[config.mk]
export PLATFORM = sky130hd
export DESIGN_NAME = c_subset_lexer_core
export DESIGN_NICKNAME = d
export VERILOG_FILES = /design/src/hw/rtl/csl_pkg.sv /design/src/hw/rtl/c_subset_lexer_core.sv
export SDC_FILE = /design/constraint.sdc
export NUM_CORES = 1
export LEC_CHECK = 0
export ABC_AREA = 1
export BUFFER_PORTS_ARGS = -buffer_cell sky130_fd_sc_hd__buf_2
export CAP_MARGIN = 20
export CORE_ASPECT_RATIO = 1.2
export CORE_MARGIN = 1.5
export CORE_UTILIZATION = 63
export DETAILED_ROUTE_END_ITERATION = 10
export PLACE_DENSITY_LB_ADDON = 0.12
export SYNTH_ARGS = -nofsm -noshare
export SYNTH_HDL_FRONTEND = slang
export SYNTH_SLANG_ARGS = --single-unit
[constraint.sdc]
create_clock -name clk -period 4.4 [get_ports clk]
set_input_delay 0.88 -clock clk [delete_from_list [all_inputs] [get_ports clk]]
set_output_delay 0.88 -clock clk [all_outputs]
set_load 0.01 [all_outputs]
[src/hw/rtl/csl_pkg.sv]
`default_nettype none

package csl_pkg;

    localparam int LINE_BITS   = 24;
    localparam int OFFSET_BITS = 32;
    localparam int LENGTH_BITS = 16;
    localparam int KIND_BITS   = 6;
    localparam int CHAR_BITS   = 8;
    localparam int PREFIX_LEN  = 6;
    localparam int MAX_TOKENS  = 3;

    localparam int TOKEN_BITS = KIND_BITS + LINE_BITS + OFFSET_BITS + LENGTH_BITS;
    localparam int TDATA_BITS = ((TOKEN_BITS + 7) / 8) * 8;

    // Scanner modes
    typedef enum logic [3:0] {
        M_IDLE, M_IDENT, M_INT, M_INTDOT, M_FLOAT, M_SLASH, M_COMMENT,
        M_LT, M_GT, M_ASSIGN, M_BANG, M_AMP, M_PIPE
    } mode_t;

    // Token kinds
    localparam logic [KIND_BITS-1:0] TK_EOF      = 6'd0;
    localparam logic [KIND_BITS-1:0] TK_ERR      = 6'd1;
    localparam logic [KIND_BITS-1:0] TK_IDENT    = 6'd2;
    localparam logic [KIND_BITS-1:0] TK_INT      = 6'd3;
    localparam logic [KIND_BITS-1:0] TK_FLOAT    = 6'd4;
    localparam logic [KIND_BITS-1:0] TK_KW_BREAK = 6'd5;
    localparam logic [KIND_BITS-1:0] TK_KW_BOOL  = 6'd6;
    localparam logic [KIND_BITS-1:0] TK_KW_ELSE  = 6'd7;
    localparam logic [KIND_BITS-1:0] TK_KW_FALSE = 6'd8;
    localparam logic [KIND_BITS-1:0] TK_KW_FLOAT = 6'd9;
    localparam logic [KIND_BITS-1:0] TK_KW_IF    = 6'd10;
    localparam logic [KIND_BITS-1:0] TK_KW_INT   = 6'd11;
    localparam logic [KIND_BITS-1:0] TK_KW_NEW   = 6'd12;
    localparam logic [KIND_BITS-1:0] TK_KW_RET   = 6'd13;
    localparam logic [KIND_BITS-1:0] TK_KW_SIZE  = 6'd14;
    localparam logic [KIND_BITS-1:0] TK_KW_TRUE  = 6'd15;
    localparam logic [KIND_BITS-1:0] TK_KW_VOID  = 6'd16;
    localparam logic [KIND_BITS-1:0] TK_KW_WHILE = 6'd17;
    localparam logic [KIND_BITS-1:0] TK_LPAREN   = 6'd18;
    localparam logic [KIND_BITS-1:0] TK_RPAREN   = 6'd19;
    localparam logic [KIND_BITS-1:0] TK_LBRACE   = 6'd20;
    localparam logic [KIND_BITS-1:0] TK_RBRACE   = 6'd21;
    localparam logic [KIND_BITS-1:0] TK_LBRACK   = 6'd22;
    localparam logic [KIND_BITS-1:0] TK_RBRACK   = 6'd23;
    localparam logic [KIND_BITS-1:0] TK_SEMI     = 6'd24;
    localparam logic [KIND_BITS-1:0] TK_COMMA    = 6'd25;
    localparam logic [KIND_BITS-1:0] TK_DOT      = 6'd26;
    localparam logic [KIND_BITS-1:0] TK_PLUS     = 6'd27;
    localparam logic [KIND_BITS-1:0] TK_MINUS    = 6'd28;
    localparam logic [KIND_BITS-1:0] TK_STAR     = 6'd29;
    localparam logic [KIND_BITS-1:0] TK_SLASH    = 6'd30;
    localparam logic [KIND_BITS-1:0] TK_PERCENT  = 6'd31;
    localparam logic [KIND_BITS-1:0] TK_LT       = 6'd32;
    localparam logic [KIND_BITS-1:0] TK_LE       = 6'd33;
    localparam logic [KIND_BITS-1:0] TK_GT       = 6'd34;
    localparam logic [KIND_BITS-1:0] TK_GE       = 6'd35;
    localparam logic [KIND_BITS-1:0] TK_ASSIGN   = 6'd36;
    localparam logic [KIND_BITS-1:0] TK_EQ       = 6'd37;
    localparam logic [KIND_BITS-1:0] TK_BANG     = 6'd38;
    localparam logic [KIND_BITS-1:0] TK_NE       = 6'd39;
    localparam logic [KIND_BITS-1:0] TK_ANDAND   = 6'd40;
    localparam logic [KIND_BITS-1:0] TK_OROR     = 6'd41;

    // Control bytes
    localparam logic [CHAR_BITS-1:0] CH_NUL = 8'h00;
    localparam logic [CHAR_BITS-1:0] CH_TAB = 8'h09;
    localparam logic [CHAR_BITS-1:0] CH_NL  = 8'h0A;
    localparam logic [CHAR_BITS-1:0] CH_CR  = 8'h0D;

    localparam logic [LENGTH_BITS-1:0] LEN_ZERO = '0;
    localparam logic [LENGTH_BITS-1:0] LEN_ONE  = LENGTH_BITS'(1);
    localparam logic [LENGTH_BITS-1:0] LEN_TWO  = LENGTH_BITS'(2);
    localparam logic [LENGTH_BITS-1:0] LEN_MAX  = '1;

    // First bytes of the pending identifier, byte 0 in the lowest lane
    typedef logic [PREFIX_LEN-1:0][CHAR_BITS-1:0] kw_prefix_t;

    typedef struct packed {
        logic [KIND_BITS-1:0]   kind;
        logic [OFFSET_BITS-1:0] start;
        logic [LENGTH_BITS-1:0] len;
    } tok_t;

    function automatic tok_t mk_tok(input logic [KIND_BITS-1:0] kind,
                                    input logic [OFFSET_BITS-1:0] start,
                                    input logic [LENGTH_BITS-1:0] len);
        tok_t t;
        t.kind  = kind;
        t.start = start;
        t.len   = len;
        return t;
    endfunction

    function automatic logic is_digit(input logic [CHAR_BITS-1:0] c);
        return (c >= "0") && (c <= "9");
    endfunction

    function automatic logic is_alpha(input logic [CHAR_BITS-1:0] c);
        return ((c >= "a") && (c <= "z")) || ((c >= "A") && (c <= "Z")) || (c == "_");
    endfunction

    // Whole-word keyword match; lanes above the length are never looked at.
    // Literals are written last byte first since lane 0 is the low lane.
    function automatic logic [KIND_BITS-1:0] kw_kind(input kw_prefix_t p,
                                                     input logic [LENGTH_BITS-1:0] len);
        logic [KIND_BITS-1:0] k;
        k = TK_IDENT;
        if (len == LENGTH_BITS'(2)) begin
            if (p[1:0] == {"f", "i"}) k = TK_KW_IF;
        end else if (len == LENGTH_BITS'(3)) begin
            if (p[2:0] == {"t", "n", "i"}) k = TK_KW_INT;
            else if (p[2:0] == {"w", "e", "n"}) k = TK_KW_NEW;
        end else if (len == LENGTH_BITS'(4)) begin
            if (p[3:0] == {"l", "o", "o", "b"}) k = TK_KW_BOOL;
            else if (p[3:0] == {"e", "s", "l", "e"}) k = TK_KW_ELSE;
            else if (p[3:0] == {"e", "z", "i", "s"}) k = TK_KW_SIZE;
            else if (p[3:0] == {"e", "u", "r", "t"}) k = TK_KW_TRUE;
            else if (p[3:0] == {"d", "i", "o", "v"}) k = TK_KW_VOID;
        end else if (len == LENGTH_BITS'(5)) begin
            if (p[4:0] == {"k", "a", "e", "r", "b"}) k = TK_KW_BREAK;
            else if (p[4:0] == {"e", "s", "l", "a", "f"}) k = TK_KW_FALSE;
            else if (p[4:0] == {"t", "a", "o", "l", "f"}) k = TK_KW_FLOAT;
            else if (p[4:0] == {"e", "l", "i", "h", "w"}) k = TK_KW_WHILE;
        end else if (len == LENGTH_BITS'(6)) begin
            if (p[5:0] == {"n", "r", "u", "t", "e", "r"}) k = TK_KW_RET;
        end
        return k;
    endfunction

endpackage

`default_nettype wire

[src/hw/rtl/c_subset_lexer_core.sv]
`default_nettype none

// A byte request is held in the input register, and its tokens are registered in the token buffer.
// Throughput: one byte per cycle while each byte yields at most one token and the master side
// is ready; a byte that closes several tokens (up to three) holds the input while the token
// buffer drains them, one token per cycle while the master side is ready.
// Reset (rst_n low, async): line 1, offset 0, scanner idle, all buffers empty.
module c_subset_lexer_core (
    input  wire  logic                           clk,
    input  wire  logic                           rst_n,
    // slave side: one source byte per request
    input  wire  logic                           s_axis_tvalid,
    output       logic                           s_axis_tready,
    input  wire  logic [7:0]                     s_axis_tdata,  // [7:0] char_in
    input  wire  logic                           s_axis_tuser,  // [0] end_of_input
    // master side: one token per request
    output       logic                           m_axis_tvalid,
    input  wire  logic                           m_axis_tready,
    // [5:0] token_kind, [29:6] token_line, [61:30] token_start,
    // [77:62] token_length, [79:78] zero
    output       logic [csl_pkg::TDATA_BITS-1:0] m_axis_tdata,
    output       logic                           m_axis_tlast   // last_of_run
);

    import csl_pkg::*;

    // ---------------------------------------------------------------
    // Input register
    // ---------------------------------------------------------------
    logic                 in_valid_reg;
    logic [CHAR_BITS-1:0] in_char_reg;
    logic                 in_end_reg;

    // ---------------------------------------------------------------
    // Scanner state
    // ---------------------------------------------------------------
    mode_t                  mode_reg,   mode_next;
    logic [LINE_BITS-1:0]   line_reg,   line_next;
    logic [OFFSET_BITS-1:0] pos_reg,    pos_next;
    logic [OFFSET_BITS-1:0] pstart_reg, pstart_next;
    logic [LENGTH_BITS-1:0] plen_reg,   plen_next;
    kw_prefix_t             kwp_reg,    kwp_next;
    logic                   fin_reg,    fin_next;

    // ---------------------------------------------------------------
    // Token buffer: holds the tokens of one byte, drained from slot 0
    // ---------------------------------------------------------------
    tok_t                 buf_reg [MAX_TOKENS];
    logic [LINE_BITS-1:0] buf_line_reg;
    logic [1:0]           cnt_reg;

    logic advance;   // input register moves through the scanner this cycle
    logic pop;       // token leaves on the master side this cycle

    tok_t       tok_new [MAX_TOKENS];
    logic [1:0] n_new;
    logic       used;
    logic       eoi;
    logic [CHAR_BITS-1:0]  ch;
    logic [KIND_BITS-1:0]  op_single;
    logic [CHAR_BITS-1:0]  op_pair;

    assign pop           = (cnt_reg != 2'd0) && m_axis_tready;
    assign advance       = in_valid_reg &&
                           ((cnt_reg == 2'd0) || ((cnt_reg == 2'd1) && m_axis_tready));
    assign s_axis_tready = !in_valid_reg || advance;

    assign m_axis_tvalid = (cnt_reg != 2'd0);
    assign m_axis_tlast  = (cnt_reg == 2'd1);
    assign m_axis_tdata  = TDATA_BITS'({buf_reg[0].len, buf_reg[0].start,
                                        buf_line_reg, buf_reg[0].kind});

    // ---------------------------------------------------------------
    // Scanner step: one byte against the pending token
    // ---------------------------------------------------------------
    always_comb
    begin
        mode_next   = mode_reg;
        line_next   = line_reg;
        pos_next    = pos_reg;
        pstart_next = pstart_reg;
        plen_next   = plen_reg;
        kwp_next    = kwp_reg;
        fin_next    = fin_reg;
        n_new       = 2'd0;
        used        = 1'b0;
        for (int i = 0; i < MAX_TOKENS; i++)
        begin
            tok_new[i] = '0;
        end
        ch  = in_char_reg;
        eoi = in_end_reg || (ch == CH_NUL);

        // single and paired forms of the pending operator
        op_single = TK_BANG;
        op_pair   = "=";
        unique case (mode_reg) inside
            M_LT:     op_single = TK_LT;
            M_GT:     op_single = TK_GT;
            M_ASSIGN: op_single = TK_ASSIGN;
            M_AMP:    op_pair   = "&";
            M_PIPE:   op_pair   = "|";
            default:  op_single = TK_BANG;
        endcase

        if (!fin_reg)
        begin
            unique case (mode_reg) inside
                M_IDENT:
                begin
                    if (!eoi && (is_alpha(ch) || is_digit(ch)))
                    begin
                        if (plen_reg < LENGTH_BITS'(PREFIX_LEN))
                        begin
                            kwp_next[plen_reg[2:0]] = ch;
                        end
                        plen_next = (plen_reg == LEN_MAX) ? LEN_MAX : plen_reg + LEN_ONE;
                        used      = 1'b1;
                    end
                    else
                    begin
                        tok_new[n_new] = mk_tok(kw_kind(kwp_reg, plen_reg), pstart_reg,
                                                plen_reg);
                        n_new     = n_new + 2'd1;
                        mode_next = M_IDLE;
                    end
                end
                M_INT:
                begin
                    if (!eoi && is_digit(ch))
                    begin
                        plen_next = (plen_reg == LEN_MAX) ? LEN_MAX : plen_reg + LEN_ONE;
                        used      = 1'b1;
                    end
                    else if (!eoi && (ch == "."))
                    begin
                        mode_next = M_INTDOT;
                        used      = 1'b1;
                    end
                    else
                    begin
                        tok_new[n_new] = mk_tok(TK_INT, pstart_reg, plen_reg);
                        n_new     = n_new + 2'd1;
                        mode_next = M_IDLE;
                    end
                end
                M_INTDOT:
                begin
                    // dot plus digit joins the literal; otherwise int then dot
                    if (!eoi && is_digit(ch))
                    begin
                        plen_next = (plen_reg >= LEN_MAX - LEN_ONE) ? LEN_MAX
                                                                    : plen_reg + LEN_TWO;
                        mode_next = M_FLOAT;
                        used      = 1'b1;
                    end
                    else
                    begin
                        tok_new[n_new] = mk_tok(TK_INT, pstart_reg, plen_reg);
                        n_new = n_new + 2'd1;
                        tok_new[n_new] = mk_tok(TK_DOT, pos_reg - OFFSET_BITS'(1), LEN_ONE);
                        n_new     = n_new + 2'd1;
                        mode_next = M_IDLE;
                    end
                end
                M_FLOAT:
                begin
                    if (!eoi && is_digit(ch))
                    begin
                        plen_next = (plen_reg == LEN_MAX) ? LEN_MAX : plen_reg + LEN_ONE;
                        used      = 1'b1;
                    end
                    else
                    begin
                        tok_new[n_new] = mk_tok(TK_FLOAT, pstart_reg, plen_reg);
                        n_new     = n_new + 2'd1;
                        mode_next = M_IDLE;
                    end
                end
                M_SLASH:
                begin
                    if (!eoi && (ch == "/"))
                    begin
                        mode_next = M_COMMENT;
                        used      = 1'b1;
                    end
                    else
                    begin
                        tok_new[n_new] = mk_tok(TK_SLASH, pstart_reg, LEN_ONE);
                        n_new     = n_new + 2'd1;
                        mode_next = M_IDLE;
                    end
                end
                M_COMMENT:
                begin
                    if (eoi)
                    begin
                        mode_next = M_IDLE;
                    end
                    else
                    begin
                        used = 1'b1;
                        if (ch == CH_NL)
                        begin
                            if (line_reg != '1)
                            begin
                                line_next = line_reg + LINE_BITS'(1);
                            end
                            mode_next = M_IDLE;
                        end
                    end
                end
                M_LT, M_GT, M_ASSIGN, M_BANG:
                begin
                    if (!eoi && (ch == "="))
                    begin
                        tok_new[n_new] = mk_tok(op_single + KIND_BITS'(1), pstart_reg, LEN_TWO);
                        used = 1'b1;
                    end
                    else
                    begin
                        tok_new[n_new] = mk_tok(op_single, pstart_reg, LEN_ONE);
                    end
                    n_new     = n_new + 2'd1;
                    mode_next = M_IDLE;
                end
                M_AMP, M_PIPE:
                begin
                    // a lone ampersand or bar is an error of length one
                    if (!eoi && (ch == op_pair))
                    begin
                        tok_new[n_new] = mk_tok((mode_reg == M_AMP) ? TK_ANDAND : TK_OROR,
                                                pstart_reg, LEN_TWO);
                        used = 1'b1;
                    end
                    else
                    begin
                        tok_new[n_new] = mk_tok(TK_ERR, pstart_reg, LEN_ONE);
                    end
                    n_new     = n_new + 2'd1;
                    mode_next = M_IDLE;
                end
                default:
                begin
                    mode_next = M_IDLE;
                end
            endcase

            if (eoi)
            begin
                tok_new[n_new] = mk_tok(TK_EOF, pos_reg, LEN_ZERO);
                n_new    = n_new + 2'd1;
                fin_next = 1'b1;
            end
            else
            begin
                if (!used)
                begin
                    // fresh scan of the byte
                    case (ch)
                        " ", CH_TAB, CH_CR:
                        begin
                        end
                        CH_NL:
                        begin
                            if (line_reg != '1)
                            begin
                                line_next = line_reg + LINE_BITS'(1);
                            end
                        end
                        "/", "<", ">", "=", "!", "&", "|":
                        begin
                            pstart_next = pos_reg;
                            plen_next   = LEN_ONE;
                            case (ch)
                                "/":     mode_next = M_SLASH;
                                "<":     mode_next = M_LT;
                                ">":     mode_next = M_GT;
                                "=":     mode_next = M_ASSIGN;
                                "!":     mode_next = M_BANG;
                                "&":     mode_next = M_AMP;
                                default: mode_next = M_PIPE;
                            endcase
                        end
                        "(":
                        begin
                            tok_new[n_new] = mk_tok(TK_LPAREN, pos_reg, LEN_ONE);
                            n_new = n_new + 2'd1;
                        end
                        ")":
                        begin
                            tok_new[n_new] = mk_tok(TK_RPAREN, pos_reg, LEN_ONE);
                            n_new = n_new + 2'd1;
                        end
                        "{":
                        begin
                            tok_new[n_new] = mk_tok(TK_LBRACE, pos_reg, LEN_ONE);
                            n_new = n_new + 2'd1;
                        end
                        "}":
                        begin
                            tok_new[n_new] = mk_tok(TK_RBRACE, pos_reg, LEN_ONE);
                            n_new = n_new + 2'd1;
                        end
                        "[":
                        begin
                            tok_new[n_new] = mk_tok(TK_LBRACK, pos_reg, LEN_ONE);
                            n_new = n_new + 2'd1;
                        end
                        "]":
                        begin
                            tok_new[n_new] = mk_tok(TK_RBRACK, pos_reg, LEN_ONE);
                            n_new = n_new + 2'd1;
                        end
                        ";":
                        begin
                            tok_new[n_new] = mk_tok(TK_SEMI, pos_reg, LEN_ONE);
                            n_new = n_new + 2'd1;
                        end
                        ",":
                        begin
                            tok_new[n_new] = mk_tok(TK_COMMA, pos_reg, LEN_ONE);
                            n_new = n_new + 2'd1;
                        end
                        ".":
                        begin
                            tok_new[n_new] = mk_tok(TK_DOT, pos_reg, LEN_ONE);
                            n_new = n_new + 2'd1;
                        end
                        "+":
                        begin
                            tok_new[n_new] = mk_tok(TK_PLUS, pos_reg, LEN_ONE);
                            n_new = n_new + 2'd1;
                        end
                        "-":
                        begin
                            tok_new[n_new] = mk_tok(TK_MINUS, pos_reg, LEN_ONE);
                            n_new = n_new + 2'd1;
                        end
                        "*":
                        begin
                            tok_new[n_new] = mk_tok(TK_STAR, pos_reg, LEN_ONE);
                            n_new = n_new + 2'd1;
                        end
                        "%":
                        begin
                            tok_new[n_new] = mk_tok(TK_PERCENT, pos_reg, LEN_ONE);
                            n_new = n_new + 2'd1;
                        end
                        default:
                        begin
                            if (is_alpha(ch))
                            begin
                                mode_next   = M_IDENT;
                                pstart_next = pos_reg;
                                plen_next   = LEN_ONE;
                                kwp_next[0] = ch;
                            end
                            else if (is_digit(ch))
                            begin
                                mode_next   = M_INT;
                                pstart_next = pos_reg;
                                plen_next   = LEN_ONE;
                            end
                            else
                            begin
                                tok_new[n_new] = mk_tok(TK_ERR, pos_reg, LEN_ONE);
                                n_new = n_new + 2'd1;
                            end
                        end
                    endcase
                end
                pos_next = pos_reg + OFFSET_BITS'(1);
            end
        end
    end

    // ---------------------------------------------------------------
    // Control registers
    // ---------------------------------------------------------------
    always_ff @(posedge clk or negedge rst_n)
    begin
        if (!rst_n)
        begin
            in_valid_reg <= 1'b0;
            mode_reg     <= M_IDLE;
            line_reg     <= LINE_BITS'(1);
            pos_reg      <= '0;
            pstart_reg   <= '0;
            plen_reg     <= '0;
            fin_reg      <= 1'b0;
            cnt_reg      <= 2'd0;
        end
        else
        begin
            if (s_axis_tready)
            begin
                in_valid_reg <= s_axis_tvalid;
            end
            if (advance)
            begin
                mode_reg   <= mode_next;
                line_reg   <= line_next;
                pos_reg    <= pos_next;
                pstart_reg <= pstart_next;
                plen_reg   <= plen_next;
                fin_reg    <= fin_next;
                cnt_reg    <= n_new;
            end
            else if (pop)
            begin
                cnt_reg <= cnt_reg - 2'd1;
            end
        end
    end

    // ---------------------------------------------------------------
    // Payload registers
    // ---------------------------------------------------------------
    always_ff @(posedge clk)
    begin
        if (s_axis_tready && s_axis_tvalid)
        begin
            in_char_reg <= s_axis_tdata;
            in_end_reg  <= s_axis_tuser;
        end
        if (advance)
        begin
            kwp_reg      <= kwp_next;
            buf_line_reg <= line_reg;
            for (int i = 0; i < MAX_TOKENS; i++)
            begin
                buf_reg[i] <= tok_new[i];
            end
        end
        else if (pop)
        begin
            for (int i = 0; i < MAX_TOKENS - 1; i++)
            begin
                buf_reg[i] <= buf_reg[i+1];
            end
        end
    end

endmodule

`default_nettype wire

# Word-level counts from Yosys, hierarchy flattened
# Memories as Yosys holds them, arrays and structs flattened.
# Cells that the tools add are included.
totals:
  mem_count: 1
  register_bits: 193
  mem_bits_rw: 162
  inputBits: 13
  output_inout_bits: 83
memory_table:
  columns: ["name", "words", "word_bits", "read_ports", "rd_ports_with_merged_regs", "wr", "line", "source"]
  rows:
  - ["buf_reg", 3, 54, 3, 0, 3, "c_subset_lexer_core.sv:48", "tok_t buf_reg [MAX_TOKENS];"]
classes:
  n_addsub: 8
  reduce_logical: 42
  magnitude_cmp: 12
  n_mux: 138
  bitwise: 7
  n_eq_ne: 59
op_table:
  columns: ["op", "n"]
  rows:
  - ["bitwise mux 162 bit", 15]
  - ["one-hot mux 162 bit (14 select lines)", 1]
  - ["two-way mux 162 bit", 5]
  - ["two-way mux 54 bit", 9]
  - ["one-hot mux 54 bit (7 select lines)", 1]
  - ["two-way mux 24 bit", 8]
  - ["== test 32 x 31 -> 1 bit (second input constant)", 5]
  - ["== test 40 x 39 -> 1 bit (second input constant)", 4]
  - ["two-way mux 16 bit", 9]
  - ["== test 8 x 6 -> 1 bit (second input constant)", 16]
  - ["demux 54 bit (select 2 bit)", 1]
  - ["two-way mux 104 bit", 1]
  - ["two-way mux 50 bit", 2]
  - ["two-way mux 32 bit", 2]
  - ["two-way mux 8 bit", 8]
  - ["one-hot mux 32 bit (2 select lines)", 1]
  - ["two-way mux 53 bit", 1]
  - ["two-way mux 4 bit", 13]
  - ["two-way mux 51 bit", 1]
  - ["bitwise mux 48 bit", 1]
  - ["== test 16 x 3 -> 1 bit (second input constant)", 3]
  - ["== test 24 x 23 -> 1 bit (second input constant)", 2]
  - ["== test 48 x 47 -> 1 bit (second input constant)", 1]
  - ["== test 8 x 7 -> 1 bit (second input constant)", 6]
  - ["66 further kinds", 150]

# Logic depth before layout (Yosys ltp)
# Gate-level depths: netlist (run 1).
depth:
  depth_word: 22
  depth_mapped: 23

# Least setup slack after synthesis (run 1)
# Ideal clock, no wire load.
synth_timing:
  kind: "input-to-reg"
  startpoint: "input port m_axis_tready"
  endpoint: "memory buf_reg[0][11] (netlist bit) (data pin)"
  path_slack_ps: 577
  path_stages: 11
  t_arrival_ps: 3676
  n_path_buf: 1
  required_ps: 4253
  path_cell_list: "nand2_1 -> nand2_1 -> nand2_1 -> inv_1 -> nor2_1 -> nor2_1 -> inv_1 -> a21oi_1 -> nand3_1 -> clkbuf_1 -> a21oi_1"
synth_rtl:
  columns: ["item", "line", "source"]
  rows:
  - ["from (decl)", "c_subset_lexer_core.sv:18", "input wire logic m_axis_tready,"]
  - ["to (decl)", "c_subset_lexer_core.sv:48", null]

# Final worst setup path (run 1)
layout_timing:
  startpoint: "register in_char_reg[6] (netlist: ch[6])"
  endpoint: "register pstart_reg[6]"
layout_via:
  elab_chain_len: 11
  elab_cells_between_ends: 66
layout_lines:
  columns: ["item", "line", "source"]
  rows:
  - ["from (decl)", "c_subset_lexer_core.sv:31", "logic [CHAR_BITS-1:0] in_char_reg;"]
  - ["from (signal assigned)", "c_subset_lexer_core.sv:424", "in_char_reg <= s_axis_tdata;"]
  - [">= comparator 8 x 7 -> 1 bit / less-or-equal comparator 8 x 7 -> 1 bit (equally long branches)", "csl_pkg.sv:101", "return ((c >= \"a\") && (c <= \"z\")) || ((c >= \"A\") && (c <= \"Z\")) || (c == \"_\");"]
  - ["logical AND 1 bit", "csl_pkg.sv:101", null]
  - ["logical OR 1 bit (2 in a row)", "csl_pkg.sv:101", null]
  - ["logical OR 1 bit", "c_subset_lexer_core.sv:111", "if (!eoi && (is_alpha(ch) || is_digit(ch)))"]
  - ["logical AND 1 bit", "c_subset_lexer_core.sv:111", null]
  - ["two-way mux 1 bit", "c_subset_lexer_core.sv:111", null]
  - ["one-hot mux 1 bit (7 select lines)", "c_subset_lexer_core.sv:108", "unique case (mode_reg) inside"]
  - ["two-way mux 1 bit", "c_subset_lexer_core.sv:106", "if (!fin_reg)"]
  - ["inverter 1 bit (no line)", null, null]
  - ["AND reduction 6 bit (no line)", null, null]
  - ["to (signal assigned)", "c_subset_lexer_core.sv:405", "pstart_reg <= pstart_next;"]
  - ["to (decl)", "c_subset_lexer_core.sv:40", "logic [OFFSET_BITS-1:0] pstart_reg, pstart_next;"]
# Several ways; a longest one is shown, not always the timed one. The select of a mux whose other input is x is not followed.
# A chain may end at the register's enable or synchronous reset.

==> results_dict.tcl, run 1 <==
set metrics [dict create \
    outcome "finished clean" \
    remaining_drc_errors 0 \
    cp-end-kind "flop" \
    leakage_uw 0.00961 \
    grt-ovfl-total 0 \
    vias_per_cell 6.06 \
    hold_path.class "flop to flop" \
    rows 72 \
    drv_slew 0 \
    numCtsBuffers 35 \
    wl_per_cell_microns 19.1 \
    yosysTopAreaCellShare 0.306 \
    setup_slack_ps 341 \
    drt_iter0_markers 2027 \
    fin_crit_sh 0.922 \
    ys.flop_type "edfxtp_1" \
    synth-seq-cells 323 \
    firstDrtPassIters 6 \
    rsz0062_at_grt "no" \
    diodes 0 \
    max_freq_mhz 246 \
    grt_max_degree 78 \
    finalSetupTns_ps 0 \
    irDropWorstVdd_mv 0.397 \
    syn_area_sq_mm 0.0207 \
    numPortBuffers 93 \
    num_io_pins 96 \
    dp_hpwl_microns 41500 \
    drive_above_1_share 0.108 \
    crit_required_ps 4780 \
    synth_top_area_cell "edfxtp_1" \
    hold_viol_final 0 \
    cts.sinks 323 \
    power.density_mw_per_mm2 394 \
    initial_core_util 0.641 \
    synth.most_common_cell "nand2_1" \
    vias 19000 \
    postSynthCellCount 2716 \
    synthTopCellsByArea "edfxtp_1 31%, dfrtp_1 13%, nand2_1 13%" \
    design_area_sq_mm 0.0221 \
    synthArstFlopShare 0.347 \
    groute.usage.overall 0.357 \
    grt_pass1_wl_microns 95600 \
    finalSetupViolations 0 \
    die_y_microns 202 \
    cts_tree "done" \
    maxCapViolCount 0 \
    critical_path_arrival_ps 4430 \
    dpl-instance-area_sq_mm 0.0210 \
    slew-limit-headroom 0.224 \
    clock_path_buffers 3 \
    area.growth.synth_to_final_pct 7.00 \
    yosys_warnings 0 \
    ctsHtreeMaxLevel 2 \
    cts_resized 0 \
    ant_nets 0 \
    dp_slack_ps 391 \
    final_net_count 2730 \
    hold_slack_ps 512 \
    cp-start-kind "flop" \
    setup.worst_path.class "flop to flop" \
    synth_area_per_cell_sq_um 7.62 \
    clkLatencyLatePin_ps 540 \
    grt_pass1_vias 18100 \
    clock_skew_ps 33.5 \
    cp_max_fo 64 \
    largest_reg_flops 130 \
    postCtsSetupBuffers 0 \
    finalWirelength_microns 59900 \
    synth_commonest_cells "722 x nand2_1, 274 x nor2_1, 252 x inv_1, 234 x nand3_1, 211 x edfxtp_1" \
    tightest_slew_ps 1150 \
    synth_cell_types 60 \
    synth_edf_count 211 \
    grt_antenna_before_repair 0 \
    die_w_microns 168 \
    layout_min_cycle_time_ps 4060 \
    ys_seq_area_frac 0.442 \
    cts-root-buf "clkbuf_16" \
    fin_total_pwr_uw 8720 \
    die_area_sq_mm 0.0339 \
    place.gp.congestion 0.987 \
    cts.clk_slew.worst_paths_ps 60 \
    nFillCells 2639 \
    hold_buffers 0 \
    core_area_sq_mm 0.0323 \
]
==> cells by family after synthesis <==
logic type                 after synthesis  synth area share
and+or+nand+nor                       1415             0.296
other                                    1          0.000181
xor gates and xnor gates                81            0.0343
adders and majority gates               16           0.00968
AOI/OAI and AO/OA                      416             0.117
DFF                                    323             0.442
muxes                                    1          0.000484
buffers and inverters                  463             0.100
==> placed cells by master (no fill, tap or decap), types with 19 or more instances in the layout <==
cell type | synthesis | layout
buf_4 | 64 | 38
o21ai_0 | 180 | 179
nand3_1 | 234 | 234
nor3_1 | 62 | 62
inv_1 | 252 | 250
o21ai_1 | 18 | 19
dfrtp_1 | 111 | 111
clkbuf_16 | 0 | 37
nand2_1 | 722 | 722
buf_2 | 16 | 92
nand4_1 | 42 | 42
o211ai_1 | 22 | 22
nor2_1 | 274 | 272
o21ai_2 | 26 | 26
edfxtp_1 | 211 | 211
xor2_1 | 77 | 77
a21oi_1 | 87 | 87
o22ai_1 | 45 | 45
nand2_2 | 21 | 21
==> routing by layer <==
metal / global-route usage / wire [microns] / part of all wire
met1: 0.456 / 23300 / 0.39
met2: 0.608 / 29800 / 0.50
met3: 0.0384 / 4270 / 0.071
met4: 0.169 / 2530 / 0.042
met5: 0 / 0 / 0
==> critical path, stage by stage, from the launching register on <==
cell and delay [ps]:
edfxtp_1 510, inv_2 150, nand2_2 100, inv_2 80, nand3_2 120, o21bai_4 340
buf_4 450, nor2_1 70, nand2_1 90, nand2_2 60, nor2_4 100, nand3_4 110
nor2_8 190, nand2_4 120, inv_6 250, o21ai_4 210, nor2_8 170, inv_2 50
buf_4 360, nand2_2 200, o21ai_2 80
==> where the power goes <==
| group | internal (uW) | switching, uW | total (uW) |
|---|---|---|---|
| registers | 3900 | 196 | 4090 |
| logic | 414 | 1280 | 1690 |
| clock network | 1710 | 1220 | 2940 |
| total | 6030 | 2700 | 8720 |
==> stage by stage <==
stage / util / cells
floorplan: - / 2717
global placement: 0.651 / 3071
detailed placement: 0.651 / 3071
CTS: 0.686 / 3134
global route: 0.686 / 3134
finish: 0.686 / 3134
==> path summary, 6_finish.rpt <==
check | startpoint | to | slack [ps] | cells past startpoint
worst min register to register | pstart_reg[21] | pstart_reg[21] | 510 | 2
worst max register to register | ch[6] | pstart_reg[6] | 340 | 20
min in group asynchronous | rst_n | line_reg[14] | 530 | 1
max in group asynchronous | rst_n | pstart_reg[11] | 2990 | 2
worst max-delay path | ch[6] | pstart_reg[6] | 340 | 20
worst min-delay path | pstart_reg[21] | pstart_reg[21] | 510 | 2
==> layout make-up <==
class | count | area, sq um | share of cell area
timing repair buffer | 133 | 806 | 0.0364
inverter | 277 | 1050 | 0.0473
clock inverter | 14 | 131 | 0.00593
sequential | 323 | 9140 | 0.413
clock buffer | 49 | 1000 | 0.0452
multi-input combinational | 1931 | 9500 | 0.429
tap | 407 | 509 | 0.0230
Power figures use the tool's default switching activity.
==> run 2, diff against run 1 <==
Settings changed: ABC_AREA 1 to default, CORE_UTILIZATION 63 to 62.
==> run 2 against run 1 <==
Power up 30%. Register-to-register slack gained 80 ps. Count of clock-buffer cells in the layout is 6 lower. Cell count decreased by 33%. Sequential power rose by 14%. Synthesized area decreased by 14%. Via count shrank 28%. Highest routed layer unchanged.
==> results_dict.tcl, run 2 <==
set metrics [dict create \
    slew-limit-headroom 0.204 \
    cp_top_family "simple AND/OR/NAND/NOR gates" \
    synth_edf_count 211 \
    setup.worst_path.class "flop to flop" \
    rsz0062_at_grt "no" \
    tightest_slew_ps 1190 \
    cts.sinks 323 \
    yosysTopAreaCellShare 0.354 \
    synth.most_common_cell "edfxtp_1" \
    synthTopCellsByArea "edfxtp_1 35%, dfrtp_1 16%, nand2_1 2.9%" \
    final_util 0.693 \
    synth_cell_types 104 \
    synth-compound-area-share 0.153 \
    ys.flop_type "edfxtp_1" \
    grt_pass1_vias 13900 \
    syn_area_sq_mm 0.0179 \
    irDropWorstVdd_mv 0.470 \
    outcome "finished clean" \
    grt_pass1_wl_microns 76400 \
    r2r_start "ch[1]" \
    design_area_sq_mm 0.0195 \
    crit_cells 11 \
    r2r-end "buf_reg[0][95]" \
    initial_core_util 0.635 \
    fin_crit_sh 0.905 \
    postSynthCellCount 1700 \
    num_io_pins 96 \
    met3_length_microns 2620 \
    slowest_delay_ps 920 \
    rr_worst_depth 11 \
    rows 67 \
    route.met2.wl_microns 25000 \
    postCtsSetupBuffers 0 \
    core_area_sq_mm 0.0282 \
    hold_buffers 0 \
    drive_above_1_share 0.163 \
    power.density_mw_per_mm2 583 \
    largest_reg_flops 130 \
    crit_required_ps 4710 \
    ant_nets 0 \
    instances_no_fill 2111 \
    finalSetupTns_ps 0 \
    synth_xor_area_frac 0.0338 \
    maxCapViolCount 0 \
    path_cells "nor4_1, a21oi_2, a211o_1, a21oi_1, a2111oi_4, inv_1, ha_1, nand2_1, nor2_1, o21ai_0, o311ai_0" \
    groute.usage.overall 0.328 \
    clkLatencyLatePin_ps 520 \
    finalSetupViolations 0 \
    wl_met1_microns 18700 \
    numPortBuffers 93 \
    final_common_cell "edfxtp_1" \
    clock_skew_ps 16.2 \
    max_freq_mhz 251 \
    hold_path.class "primary input to async pin" \
    dp_hpwl_microns 33300 \
    synth_top_area_cell "edfxtp_1" \
    dp.cells 2049 \
    layout_min_cycle_time_ps 3980 \
    ys_seq_area_frac 0.511 \
    worst-path-buf-inv 1 \
    cp-start-kind "flop" \
    crit_path_start "ch[1]" \
    synth_top_family_by_area "simple AND/OR/NAND/NOR gates" \
    die_area_sq_mm 0.0299 \
    synth_area_per_cell_sq_um 10.5 \
    synthArstFlopShare 0.347 \
    grt_antenna_before_repair 0 \
    cts.clk_slew.worst_paths_ps 60 \
    critical_path_arrival_ps 4290 \
    finalWirelength_microns 48000 \
    cts_tree "done" \
    area.growth.synth_to_final_pct 9.09 \
    synth_fa_ha_area_frac 0.0118 \
    firstDrtPassIters 6 \
    rrSetupSlack_ps 420 \
    synth.area.mux_share 0.0275 \
    clock_path_buffers 3 \
    die_w_microns 158 \
    numCtsBuffers 34 \
    hold_viol_final 0 \
    synth_commonest_cells "211 x edfxtp_1, 136 x nand2_1, 111 x dfrtp_1, 106 x nor2_1, 91 x a21oi_1" \
    remaining_drc_errors 0 \
    hold_slack_ps 454 \
    cts-root-buf "clkbuf_16" \
    leakage_uw 0.00771 \
    ctsHtreeMaxLevel 2 \
    place.gp.congestion 1.02 \
    grt-ovfl-total 0 \
    final_cell_mix "211 x edfxtp_1, 135 x nand2_1, 111 x dfrtp_1" \
    vias 13800 \
    routed.top_layer "met4" \
    cts_resized 0 \
    diodes 0 \
    crit_end "buf_reg[0][95]" \
    vias_per_cell 6.52 \
    grt_max_degree 66 \
    cp-end-kind "flop" \
    wl_per_cell_microns 22.7 \
    synth-seq-cells 323 \
    drt_iter0_markers 1480 \
    cpMaxStageDelayCell "nor2_1" \
    final_net_count 1735 \
    dpl-instance-area_sq_mm 0.0183 \
    drv_slew 0 \
    die_y_microns 189 \
    cp_max_fo 20 \
    synth-simple-area-share 0.201 \
    yosys_warnings 0 \
]
==> run 2: worst min-delay path by stage <==
stage / start / endpoint / cells after the start
2_1_floorplan: line_reg[13] / buf_line_reg[13] / 0
5_1_grt: cnt_reg[1] / cnt_reg[1] / 1
6_report: rst_n / pstart_reg[10] / 1
3_5_place_dp: line_reg[9] / line_reg[9] / 1
3_3_place_gp: pstart_reg[26] / pstart_reg[26] / 1
4_1_cts: line_reg[9] / line_reg[9] / 1
==> run 2: per-stage QoR <==
stage          setup slack (ps)  power (uW)
5_1_grt                     142       11900
2_1_floorplan               463        7200
6_report                    417       11400
3_5_place_dp                460        8200
4_1_cts                     494       11400
3_3_place_gp                595        8120
==> run 2: power by group <==
| part | internal (uW) | total, uW | switching, uW | leakage, uW |
|---|---|---|---|---|
| clock network | 1980 | 3180 | 1200 | 0.000592 |
| logic | 1180 | 3550 | 2370 | 0.00354 |
| registers | 4260 | 4650 | 381 | 0.00358 |
| total | 7430 | 11400 | 3950 | 0.00771 |
==> run 2: per-layer routing <==
layer  vias to the layer above  GRT usage
met5                         -          0
met3                       128     0.0398
met2                       612      0.578
li1                       6292          -
met4                         0      0.129
met1                      6740      0.409
==> run 2: cell type report <==
cell class / count / area, sq um
fillers: 2155 / 8650
clock buffers: 43 / 926
multi-input cells: 1175 / 7660
flip-flops and latches: 323 / 9140
repair buffers: 145 / 883
clock inverters: 19 / 332
well taps: 379 / 474
inverters: 27 / 101
==> run 2: cells by family (layout without fill, tap and decap cells) <==
family	count (synthesis)	count (layout)
compound gates	396	396
fa+ha+maj	17	17
simple gates	647	647
mux	44	44
flops	323	323
other cells	1	2
xor+xnor	69	69
buf+inv	203	234
